--- src/rtl/spc_pkg.sv ---
package spc_pkg;

	localparam int NUM_ENTRIES_DEF = 256;

	localparam int CFG_W = 9;
	localparam int QW_A = 8;
	localparam int QW_B = 25;
	localparam int DW_B = 10;

	typedef enum logic [1:0] {
		REG_STATE_COUNT   = 2'd0,
		REG_DECAY_ENABLED = 2'd1,
		REG_DECAY_START   = 2'd2
	} reg_idx_t;

	typedef enum logic [2:0] {
		CAT_ZERO = 3'd0,
		CAT_FIX0 = 3'd1,
		CAT_FIX1 = 3'd2,
		CAT_HUE  = 3'd3,
		CAT_TAIL = 3'd4
	} cat_t;

	typedef struct packed {
		cat_t       cat;
		logic [7:0] span;
		logic [8:0] i1;
		logic [8:0] tt;
	} side_a_t;

	localparam logic [24:0] DEG60  = 25'(60 * 65536);
	localparam logic [24:0] DEG120 = 25'(120 * 65536);
	localparam logic [24:0] DEG180 = 25'(180 * 65536);
	localparam logic [24:0] DEG240 = 25'(240 * 65536);
	localparam logic [24:0] DEG300 = 25'(300 * 65536);
	localparam logic [24:0] DEG360 = 25'(360 * 65536);
	localparam logic [24:0] DEG200 = 25'(200 * 65536);

	localparam logic [7:0] HI_CH = 8'd217;
	localparam logic [7:0] LO_CH = 8'd54;
	localparam logic [15:0] FADE_K = 16'd53740;

	localparam logic [33:0] MID_BASE = 34'd3440640000;
	localparam logic [11:0] MID_MUL = 12'd2601;
	localparam logic [12:0] DIV15_MUL = 13'd4370;

	localparam logic [31:0] RGBA_FIX0 = {8'd14, 8'd16, 8'd20, 8'd0};
	localparam logic [31:0] RGBA_FIX1 = {8'd236, 8'd240, 8'd238, 8'd255};

endpackage

--- src/rtl/spc_divpipe.sv ---
module spc_divpipe #(
	parameter int QW = 8,
	parameter int DW = 8,
	parameter int SW = 8
) (
	input  logic          clk,
	input  logic          arst_n,
	input  logic          en,
	input  logic          in_vld,
	input  logic [DW-1:0] in_rem,
	input  logic [QW-1:0] in_num,
	input  logic [DW-1:0] in_den,
	input  logic [SW-1:0] in_side,
	output logic          out_vld,
	output logic [QW-1:0] out_quo,
	output logic [DW-1:0] out_rem,
	output logic [SW-1:0] out_side
);

	logic          vld_s  [0:QW];
	logic [DW-1:0] rem_s  [0:QW];
	logic [QW-1:0] num_s  [0:QW];
	logic [DW-1:0] den_s  [0:QW];
	logic [SW-1:0] side_s [0:QW];

	assign vld_s[0]  = in_vld;
	assign rem_s[0]  = in_rem;
	assign num_s[0]  = in_num;
	assign den_s[0]  = in_den;
	assign side_s[0] = in_side;

	for (genvar j = 0; j < QW; j++) begin : g_step
		logic [DW:0] trial;
		logic        ge;

		assign trial = {rem_s[j], num_s[j][QW-1]};
		assign ge    = trial >= {1'b0, den_s[j]};

		always_ff @(posedge clk or negedge arst_n) begin
			if (!arst_n) begin
				vld_s[j+1] <= 1'b0;
			end else if (en) begin
				vld_s[j+1] <= vld_s[j];
			end
		end

		always_ff @(posedge clk) begin
			if (en) begin
				rem_s[j+1]  <= ge ? DW'(trial - {1'b0, den_s[j]}) : trial[DW-1:0];
				num_s[j+1]  <= {num_s[j][QW-2:0], ge};
				den_s[j+1]  <= den_s[j];
				side_s[j+1] <= side_s[j];
			end
		end
	end

	assign out_vld  = vld_s[QW];
	assign out_quo  = num_s[QW];
	assign out_rem  = rem_s[QW];
	assign out_side = side_s[QW];

endmodule

--- src/rtl/state_palette_colour_unit.sv ---
// Path from index to colour: s1, modulo divider, s2, fraction divider, s4-s9, outputs.
// Throughput: one item per cycle; the whole pipeline advances together and holds on a stall.
// Most latency is in two bit-per-stage dividers: the hue index modulo (8 stages)
// and the hue fraction or fade step (25 stages).
// Reset clears the pipeline valid bits and sets state_count to 2, the other registers to 0.
module state_palette_colour_unit #(
	parameter int NUM_ENTRIES = spc_pkg::NUM_ENTRIES_DEF
) (
	input  logic                     clk,
	input  logic                     arst_n,
	input  logic                     wr_en,
	input  logic [1:0]               wr_index,
	input  logic [spc_pkg::CFG_W-1:0] wr_data,
	input  logic                     in_valid,
	output logic                     in_stall,
	input  logic [7:0]               state_index,
	output logic                     out_valid,
	input  logic                     out_stall,
	output logic [7:0]               red,
	output logic [7:0]               green,
	output logic [7:0]               blue,
	output logic [7:0]               alpha
);
	import spc_pkg::*;

	logic [8:0] state_count_q;
	logic       decay_enabled_q;
	logic [7:0] decay_start_q;

	logic en;

	logic [8:0] states;
	logic [8:0] live;
	logic [8:0] idx9;
	logic [8:0] ds9;
	side_a_t    side_in;

	logic       vld_s1;
	side_a_t    side_s1;
	logic [7:0] ka_s1;

	logic            a_vld;
	logic [7:0]      a_quo;
	logic [7:0]      a_rem;
	logic [$bits(side_a_t)-1:0] a_side_v;
	side_a_t         a_side;

	logic [33:0] numb;
	logic [9:0]  denb;

	logic        vld_s2;
	cat_t        cat_s2;
	logic [33:0] numb_s2;
	logic [9:0]  denb_s2;

	logic        b_vld;
	logic [24:0] b_quo;
	logic [9:0]  b_rem;
	logic [2:0]  b_side;
	cat_t        b_cat;

	logic [24:0] h_raw;

	logic        vld_s4, vld_s5, vld_s6, vld_s7, vld_s8, vld_s9;
	cat_t        cat_s4, cat_s5, cat_s6, cat_s7, cat_s8, cat_s9;
	logic [31:0] rgba_s4, rgba_s5, rgba_s6, rgba_s7, rgba_s8, rgba_s9;
	logic [2:0]  sec_s5, sec_s6, sec_s7, sec_s8, sec_s9;
	logic [24:0] h_s4;
	logic [16:0] t_s4;
	logic [32:0] prodf_s4;
	logic [24:0] p_s5;
	logic [16:0] f_s5;
	logic [7:0]  alpha_s5;
	logic [21:0] d_s6;
	logic [33:0] mprod_s7;
	logic [11:0] v_s8;
	logic [7:0]  x_s9;

	logic [2:0]  sec_n;
	logic [24:0] p_n;
	logic [33:0] msum;
	logic [24:0] xprod;

	always_ff @(posedge clk or negedge arst_n) begin
		if (!arst_n) begin
			state_count_q   <= 9'd2;
			decay_enabled_q <= 1'b0;
			decay_start_q   <= 8'd0;
		end else if (wr_en) begin
			case (reg_idx_t'(wr_index))
				REG_STATE_COUNT:   state_count_q   <= wr_data;
				REG_DECAY_ENABLED: decay_enabled_q <= wr_data[0];
				REG_DECAY_START:   decay_start_q   <= wr_data[7:0];
				default: ;
			endcase
		end
	end

	assign en       = !out_valid || !out_stall;
	assign in_stall = !en;

	always_comb begin
		idx9   = {1'b0, state_index};
		ds9    = {1'b0, decay_start_q};
		states = (state_count_q > 9'(NUM_ENTRIES)) ? 9'(NUM_ENTRIES) : state_count_q;
		live   = decay_enabled_q ? ds9 : states;
		side_in.span = (live > 9'd2) ? 8'(live - 9'd2) : 8'(NUM_ENTRIES - 2);
		side_in.tt   = 9'(states - ds9 + 9'd1);
		side_in.i1   = 9'(idx9 - ds9 + 9'd1);
		if (idx9 >= 9'(NUM_ENTRIES)) begin
			side_in.cat = CAT_ZERO;
		end else if (decay_enabled_q && ds9 < states && idx9 >= ds9 && idx9 < states) begin
			side_in.cat = CAT_TAIL;
		end else if (state_index == 8'd0) begin
			side_in.cat = CAT_FIX0;
		end else if (state_index == 8'd1) begin
			side_in.cat = CAT_FIX1;
		end else begin
			side_in.cat = CAT_HUE;
		end
	end

	always_ff @(posedge clk or negedge arst_n) begin
		if (!arst_n) begin
			vld_s1 <= 1'b0;
		end else if (en) begin
			vld_s1 <= in_valid;
		end
	end

	always_ff @(posedge clk) begin
		if (en) begin
			side_s1 <= side_in;
			ka_s1   <= 8'(state_index - 8'd2);
		end
	end

	spc_divpipe #(
		.QW(QW_A),
		.DW(8),
		.SW($bits(side_a_t))
	) u_div_mod (
		.clk     (clk),
		.arst_n  (arst_n),
		.en      (en),
		.in_vld  (vld_s1),
		.in_rem  (8'd0),
		.in_num  (ka_s1),
		.in_den  (side_s1.span),
		.in_side (side_s1),
		.out_vld (a_vld),
		.out_quo (a_quo),
		.out_rem (a_rem),
		.out_side(a_side_v)
	);

	assign a_side = side_a_t'(a_side_v);

	always_comb begin
		if (a_side.cat == CAT_TAIL) begin
			numb = (34'(a_side.i1) << 17) | 34'(a_side.tt);
			denb = {a_side.tt, 1'b0};
		end else begin
			numb = (34'(18'(a_rem) * 18'd600) << 16) | 34'(a_side.span);
			denb = {1'b0, a_side.span, 1'b0};
		end
	end

	always_ff @(posedge clk or negedge arst_n) begin
		if (!arst_n) begin
			vld_s2 <= 1'b0;
		end else if (en) begin
			vld_s2 <= a_vld;
		end
	end

	always_ff @(posedge clk) begin
		if (en) begin
			cat_s2  <= a_side.cat;
			numb_s2 <= numb;
			denb_s2 <= denb;
		end
	end

	spc_divpipe #(
		.QW(QW_B),
		.DW(DW_B),
		.SW(3)
	) u_div_frac (
		.clk     (clk),
		.arst_n  (arst_n),
		.en      (en),
		.in_vld  (vld_s2),
		.in_rem  ({1'b0, numb_s2[33:25]}),
		.in_num  (numb_s2[24:0]),
		.in_den  (denb_s2),
		.in_side (cat_s2),
		.out_vld (b_vld),
		.out_quo (b_quo),
		.out_rem (b_rem),
		.out_side(b_side)
	);

	assign b_cat = cat_t'(b_side);
	assign h_raw = 25'(DEG200 + b_quo);

	always_comb begin
		if (p_s5 < 25'(DEG60)) begin
			msum = 34'(p_s5);
		end else begin
			msum = 34'(25'({DEG60, 1'b0}) - p_s5);
		end
	end

	always_comb begin
		if (h_s4 < DEG60) begin
			sec_n = 3'd0;
			p_n   = h_s4;
		end else if (h_s4 < DEG120) begin
			sec_n = 3'd1;
			p_n   = h_s4;
		end else if (h_s4 < DEG180) begin
			sec_n = 3'd2;
			p_n   = h_s4 - DEG120;
		end else if (h_s4 < DEG240) begin
			sec_n = 3'd3;
			p_n   = h_s4 - DEG120;
		end else if (h_s4 < DEG300) begin
			sec_n = 3'd4;
			p_n   = h_s4 - DEG240;
		end else begin
			sec_n = 3'd5;
			p_n   = h_s4 - DEG240;
		end
	end

	assign xprod = 25'(v_s8) * 25'(DIV15_MUL);

	always_ff @(posedge clk or negedge arst_n) begin
		if (!arst_n) begin
			vld_s4    <= 1'b0;
			vld_s5    <= 1'b0;
			vld_s6    <= 1'b0;
			vld_s7    <= 1'b0;
			vld_s8    <= 1'b0;
			vld_s9    <= 1'b0;
			out_valid <= 1'b0;
		end else if (en) begin
			vld_s4    <= b_vld;
			vld_s5    <= vld_s4;
			vld_s6    <= vld_s5;
			vld_s7    <= vld_s6;
			vld_s8    <= vld_s7;
			vld_s9    <= vld_s8;
			out_valid <= vld_s9;
		end
	end

	always_ff @(posedge clk) begin
		if (en) begin
			cat_s4   <= b_cat;
			h_s4     <= (h_raw >= DEG360) ? h_raw - DEG360 : h_raw;
			t_s4     <= b_quo[16:0];
			prodf_s4 <= 33'(b_quo[16:0]) * 33'(FADE_K);
			case (b_cat)
				CAT_FIX0: rgba_s4 <= RGBA_FIX0;
				CAT_FIX1: rgba_s4 <= RGBA_FIX1;
				default:  rgba_s4 <= 32'd0;
			endcase

			cat_s5   <= cat_s4;
			rgba_s5  <= rgba_s4;
			sec_s5   <= sec_n;
			p_s5     <= p_n;
			f_s5     <= 17'(33'd65536 - ((prodf_s4 + 33'd32768) >> 16));
			alpha_s5 <= 8'((25'd255 * 25'(17'd65536 - t_s4) + 25'd32768) >> 16);

			cat_s6 <= cat_s5;
			sec_s6 <= sec_s5;
			d_s6   <= msum[21:0];
			if (cat_s5 == CAT_TAIL) begin
				rgba_s6 <= {8'((25'd236 * 25'(f_s5) + 25'd32768) >> 16),
					8'((25'd240 * 25'(f_s5) + 25'd32768) >> 16),
					8'((25'd238 * 25'(f_s5) + 25'd32768) >> 16),
					alpha_s5};
			end else begin
				rgba_s6 <= rgba_s5;
			end

			cat_s7   <= cat_s6;
			sec_s7   <= sec_s6;
			rgba_s7  <= rgba_s6;
			mprod_s7 <= 34'(d_s6) * 34'(MID_MUL);

			cat_s8  <= cat_s7;
			sec_s8  <= sec_s7;
			rgba_s8 <= rgba_s7;
			v_s8    <= 12'(34'(mprod_s7 + MID_BASE) >> 22);

			cat_s9  <= cat_s8;
			sec_s9  <= sec_s8;
			rgba_s9 <= rgba_s8;
			x_s9    <= 8'(xprod >> 16);

			if (cat_s9 == CAT_HUE) begin
				alpha <= 8'd255;
				case (sec_s9)
					3'd0: begin
						red <= HI_CH; green <= x_s9; blue <= LO_CH;
					end
					3'd1: begin
						red <= x_s9; green <= HI_CH; blue <= LO_CH;
					end
					3'd2: begin
						red <= LO_CH; green <= HI_CH; blue <= x_s9;
					end
					3'd3: begin
						red <= LO_CH; green <= x_s9; blue <= HI_CH;
					end
					3'd4: begin
						red <= x_s9; green <= LO_CH; blue <= HI_CH;
					end
					default: begin
						red <= HI_CH; green <= LO_CH; blue <= x_s9;
					end
				endcase
			end else begin
				red   <= rgba_s9[31:24];
				green <= rgba_s9[23:16];
				blue  <= rgba_s9[15:8];
				alpha <= rgba_s9[7:0];
			end
		end
	end

	logic unused_ok;
	assign unused_ok = ^{a_quo, b_rem};

endmodule

--- config.mk ---
export PLATFORM = sky130hd
export DESIGN_NAME = state_palette_colour_unit
export DESIGN_NICKNAME = d
export VERILOG_FILES = /design/src/rtl/spc_pkg.sv /design/src/rtl/spc_divpipe.sv /design/src/rtl/state_palette_colour_unit.sv
export SDC_FILE = /design/constraint.sdc
export NUM_CORES = 2
export LEC_CHECK = 0
export BUFFER_PORTS_ARGS = -buffer_cell sky130_fd_sc_hd__buf_2
export CORE_ASPECT_RATIO = 0.6
export CORE_MARGIN = 10
export CORE_UTILIZATION = 35
export CTS_CLUSTER_DIAMETER = 120
export DETAILED_ROUTE_END_ITERATION = 7
export PLACE_DENSITY = 0.48
export SETUP_SLACK_MARGIN = 0.2
export SLEW_MARGIN = 10
export SYNTH_ARGS = -nofsm -noshare
export SYNTH_HDL_FRONTEND = slang
export SYNTH_SLANG_ARGS = --single-unit
--- constraint.sdc ---
create_clock -name clk -period 75.3 [get_ports clk]
set_input_delay 11.295 -clock clk [delete_from_list [all_inputs] [get_ports clk]]
set_output_delay 11.295 -clock clk [all_outputs]
set_load 0.02 [all_outputs]
* Yosys cells after proc, flatten, opt, wreduce, memory -nomap -nowiden *
Index checks and enable logic that the tools add are counted.

storage, ports and cells
  output and inout port bits = 34
  register bits = 2188

cells by class
  mux-type cells = 56
  equality and inequality tests = 12
  $add $sub $neg = 51
  reductions and logical operators = 22
  multiply operators = 8
  bitwise operators = 2
  magnitude comparators = 45

operators with widths
  operator                                                                count
  11-bit by 10-bit >= comparator with 1-bit output                        24
  10-bit two-way mux                                                      24
  10-bit subtractor                                                       24
  25-bit two-way mux                                                      5
  24-bit by 16-bit adder with 24-bit output, second input constant        4
  8-bit two-way mux                                                       10
  32-bit case mux with 2 select lines                                     1
  9-bit by 8-bit >= comparator with 1-bit output                          7
  8-bit subtractor                                                        7
  25-bit by 22-bit < comparator with 1-bit output, second input constant  2
  25-bit by 24-bit < comparator with 1-bit output, second input constant  2
  8-bit case mux with 2 select lines                                      3
  34-bit by 32-bit adder with 34-bit output, second input constant        1
  22-bit by 12-bit multiplier with 34-bit output, second input constant   1
  34-bit two-way mux                                                      1
  34-bit by 8-bit bitwise OR with 34-bit output                           1
  33-bit by 16-bit adder with 33-bit output, second input constant        1
  32-bit two-way mux                                                      1
  17-bit by 14-bit multiplier with 31-bit output, second input constant   1
  9-bit two-way mux                                                       3
  26-bit by 9-bit bitwise OR with 26-bit output                           1
  24-bit by 25-bit adder with 25-bit output, first input constant         1
  25-bit >= comparator, second input constant                             1
  25-bit by 23-bit < comparator with 1-bit output, second input constant  1
  42 further kinds                                                        69

* Logic depth before layout (Yosys ltp) *
  depth in word-level cells = 7
  gate-level depth with buffers = 28
  mapped depth without buffers = 27

* By module *
From an unflattened synthesis, not the netlist that was laid out.

unflattened totals
  cell total of the unflattened synthesis = 7255
  area, all modules = 104565.3 um^2

modules (own cells, without submodules)
  module                     area each (um^2)  instances  cells each
  spc_divpipe (u_div_frac)   51627.0           1          3149
  state_palette_colour_unit  35836.9           1          3104
  spc_divpipe (u_div_mod)    17101.4           1          1002

* Least setup slack after synthesis *
OpenSTA, ideal clock, no wires.

  path kind = input to output
  start point = input out_stall
  end point = output in_stall
  data required time = 64.005 ns
  stages on the path = 3
  buffers on the path = 1
  arrival = 62.167 ns
  path slack = 1.838 ns
  cell sequence = nand2_1 > clkbuf_1 > inv_1

between the ends
  cells in the longest elaborated chain, start to end = 3

RTL lines
  element           RTL line                          text
  from (decl)       state_palette_colour_unit.sv:18   input logic out_stall,
  1-bit zero test   state_palette_colour_unit.sv:99   assign en = !out_valid || !out_stall;
  1-bit logical OR  state_palette_colour_unit.sv:99
  1-bit zero test   state_palette_colour_unit.sv:100  assign in_stall = !en;
  to (decl)         state_palette_colour_unit.sv:15   output logic in_stall,

No other way between the ends.

* Worst setup path after layout *
Same ends and word-level chain as after synthesis.

==> metrics.txt <==
vias per cell 4.64; part of the cycle the worst path needs 31.5%; Post-DP HPWL 122 mm; largest net degree at the start of global routing 168; I/O pins 58; async set or reset register ratio after synthesis 3.60%; clock sink count 1668; Synth Area per Inst 13.2 µm²; All-Layer GR Usage 12.2%; die area 0.270 mm²; CP most frequent cell buf_2; Post CTS Setup Buffer Count 0; vias after detailed routing 47200; Rows 141; Final Skew 0.135 ns; clock root buffer clkbuf_16; Syn. warnings 0; total grt overflow 0; Final Cell Area 0.0970 mm²; worst-path cell chain buf_2, nand2_4, inv_1, buf_2; vias in the first global route 46500; clk buf depth 4; remaining antenna violation count 0; core area 0.247 mm²; register area share after synthesis 57.2%; PostCTS Resize Cnt 0; CTS tree built; CTS H-tree depth 4; DR iter-0 viols 3476; top-count cell post-synth edfxtp_1; hold crit path type reg2reg; Commonest cells post-synth edfxtp_1, inv_1, ha_1; non-filler cells, final 10200; Setup crit end kind output port; Max-Slew Margin vs Limit 21.8%; area growth from synthesis to layout 11.4%; Setup Viol. Count Final 0; DR WL/cell 16.4 µm; cell count after synthesis 6576; top_reg_cell synth edfxtp_1; Top Family by Delay on Critical Path buffers and inverters; Num CTS Buffers 172; Slowest cell on crit path nand2_4; Hold Fails Final Rpt 0; top cells by area, synth edfxtp_1, ha_1, fa_1, inv_1, xnor2_1; die height 406 µm; Post-synth EDFFs 1608; Area after DPL 0.0914 mm²; Initial Util 35.3%; Final Wtd Congestion 0.813; Worst Path Required 64.01 ns; #FFs+latches synth 1668; crit path DAT 12.42 ns; die width 664 µm; clock slew at reported path FFs 0.06 ns; final wirelength 166 mm; RSZ-0062 raised after global routing no; drt drc 0; Tightest Pin Transition 1.17 ns; TritonRoute pass-1 iters 5; Max Freq 42.2 MHz; area leader, netlist edfxtp_1; hold_buf cts 0; Critical Path Max Stage Delay 0.42 ns; status completed; Yosys top cell area share 55.4%; setup TNS 0 ns; initial antenna violation count 9; Max-Cap Viols 0; synth unique cells 76; Clock Latency Late Sink 0.86 ns; worst r2r src h_s4[0]; fin nets 7903; first-pass GRT wire length 266 mm; Syn Nets 7731; WP buf/inv 3; port bufs 57; Setup WS pre-CTS 51.55 ns; crit path launch out_stall; placed cell count 9863; Synth Cell Area 0.0871 mm²; max-slew violation count 0; Worst setup SP type primary input; Setup CP Type in2out; hold path start u_div_frac.den_s[205]; share of layout cells above drive strength 1 7.01%; Final WS setup 51.58 ns; minimum clock period 23.72 ns; worst-path fanout max 38
## sequential cells by signal, indices dropped and copies added, names as in the netlist, 26 cells and up
signal / cells
u_div_frac.den_s: 158
u_div_frac.g_step.trial: 239
u_div_frac.num_s: 371
rgba_s9: 32
numb_s2: 26
u_div_mod.side_s: 203
rgba_s8: 32
u_div_mod.g_step.trial: 63
rgba_s7: 32
side_s1: 29
u_div_frac.side_s: 72
u_div_mod.out_side: 29
rgba_s6: 32
## metrics by stage
stage,utilization [%],hold slack [ns]
4_1_cts,39.3,0.384
5_1_grt,39.3,0.393
2_1_floorplan,-,0.400
3_3_place_gp,37.0,0.400
6_report,39.3,0.386
3_5_place_dp,37.0,0.405
## layout make-up
cell class	count	area, µm²
clock inverter	100	1120
sequential	1668	49800
antenna	1	2.50
timing repair buffer	81	503
multi-input combinational	3786	33100
inverter	1039	3900
clock buffer	203	4490
tap	3289	4120
fill	23000	150000
## placed cells by master, fill, tap and decap left out, types with 20 or more instances in the layout
| cell type | Yosys | layout |
|---|---|---|
| a211oi_1 | 20 | 20 |
| a21boi_0 | 63 | 63 |
| a21o_1 | 94 | 94 |
| a21oi_1 | 264 | 264 |
| a311oi_1 | 24 | 24 |
| and2_1 | 29 | 29 |
| and3_1 | 23 | 23 |
| buf_2 | 1 | 57 |
| buf_4 | 0 | 21 |
| bufinv_16 | 0 | 23 |
| clkbuf_1 | 80 | 27 |
| clkbuf_16 | 0 | 175 |
| clkinv_1 | 0 | 30 |
| clkinv_2 | 0 | 30 |
| dfrtp_1 | 59 | 59 |
| edfxtp_1 | 1608 | 1608 |
| fa_1 | 317 | 317 |
| ha_1 | 814 | 814 |
| inv_1 | 1039 | 1039 |
| mux2_2 | 125 | 125 |
| mux2i_1 | 31 | 31 |
| nand2_1 | 310 | 309 |
| nand2b_1 | 88 | 88 |
| nand3_1 | 41 | 41 |
| nand4_1 | 73 | 73 |
| nor2_1 | 341 | 341 |
| nor2b_1 | 89 | 89 |
| nor3_1 | 87 | 87 |
| nor4_1 | 20 | 20 |
| o21a_1 | 21 | 21 |
| o21ai_0 | 280 | 280 |
| o21bai_1 | 25 | 25 |
| o31ai_1 | 46 | 46 |
| xnor2_1 | 253 | 253 |
| xor2_1 | 115 | 115 |
## layer usage
layer	GRT usage [%]	routed length [µm]	share of wire [%]	vias up
met4	2.60	3230	1.9	0
met3	1.91	6730	4.0	200
met1	21.0	96400	58	22700
met5	0	0	0	-
met2	15.3	59800	36	708
li1	-	-	-	23500
## worst paths after layout
check                      slack (ns)               endpoint  cells after the start
min in group asynchronous       10.66     u_div_mod.vld_s[2]                      2
max in group asynchronous       64.15       state_count_q[6]                      2
setup reg to reg                68.25            alpha_s5[7]                     24
setup / recovery                51.58               in_stall                      4
hold reg to reg                  0.39  u_div_frac.den_s[195]                      0
hold / removal                   0.39  u_div_frac.den_s[195]                      0
## cells by family after synthesis
family / Yosys count / share of synthesized area (%)
XOR/XNOR: 368 / 3.70
AO/OA/AOI/OAI: 950 / 6.78
AND/OR/NAND/NOR: 1178 / 6.54
flip-flops: 1668 / 57.2
adder cells (fa/ha/maj): 1134 / 19.0
multiplexers: 156 / 1.97
buffers and inverters: 1122 / 4.84
Power is left out: the tool's default activity adds up to more than one toggle a clock period on the data nets, which glitch-free logic cannot reach.
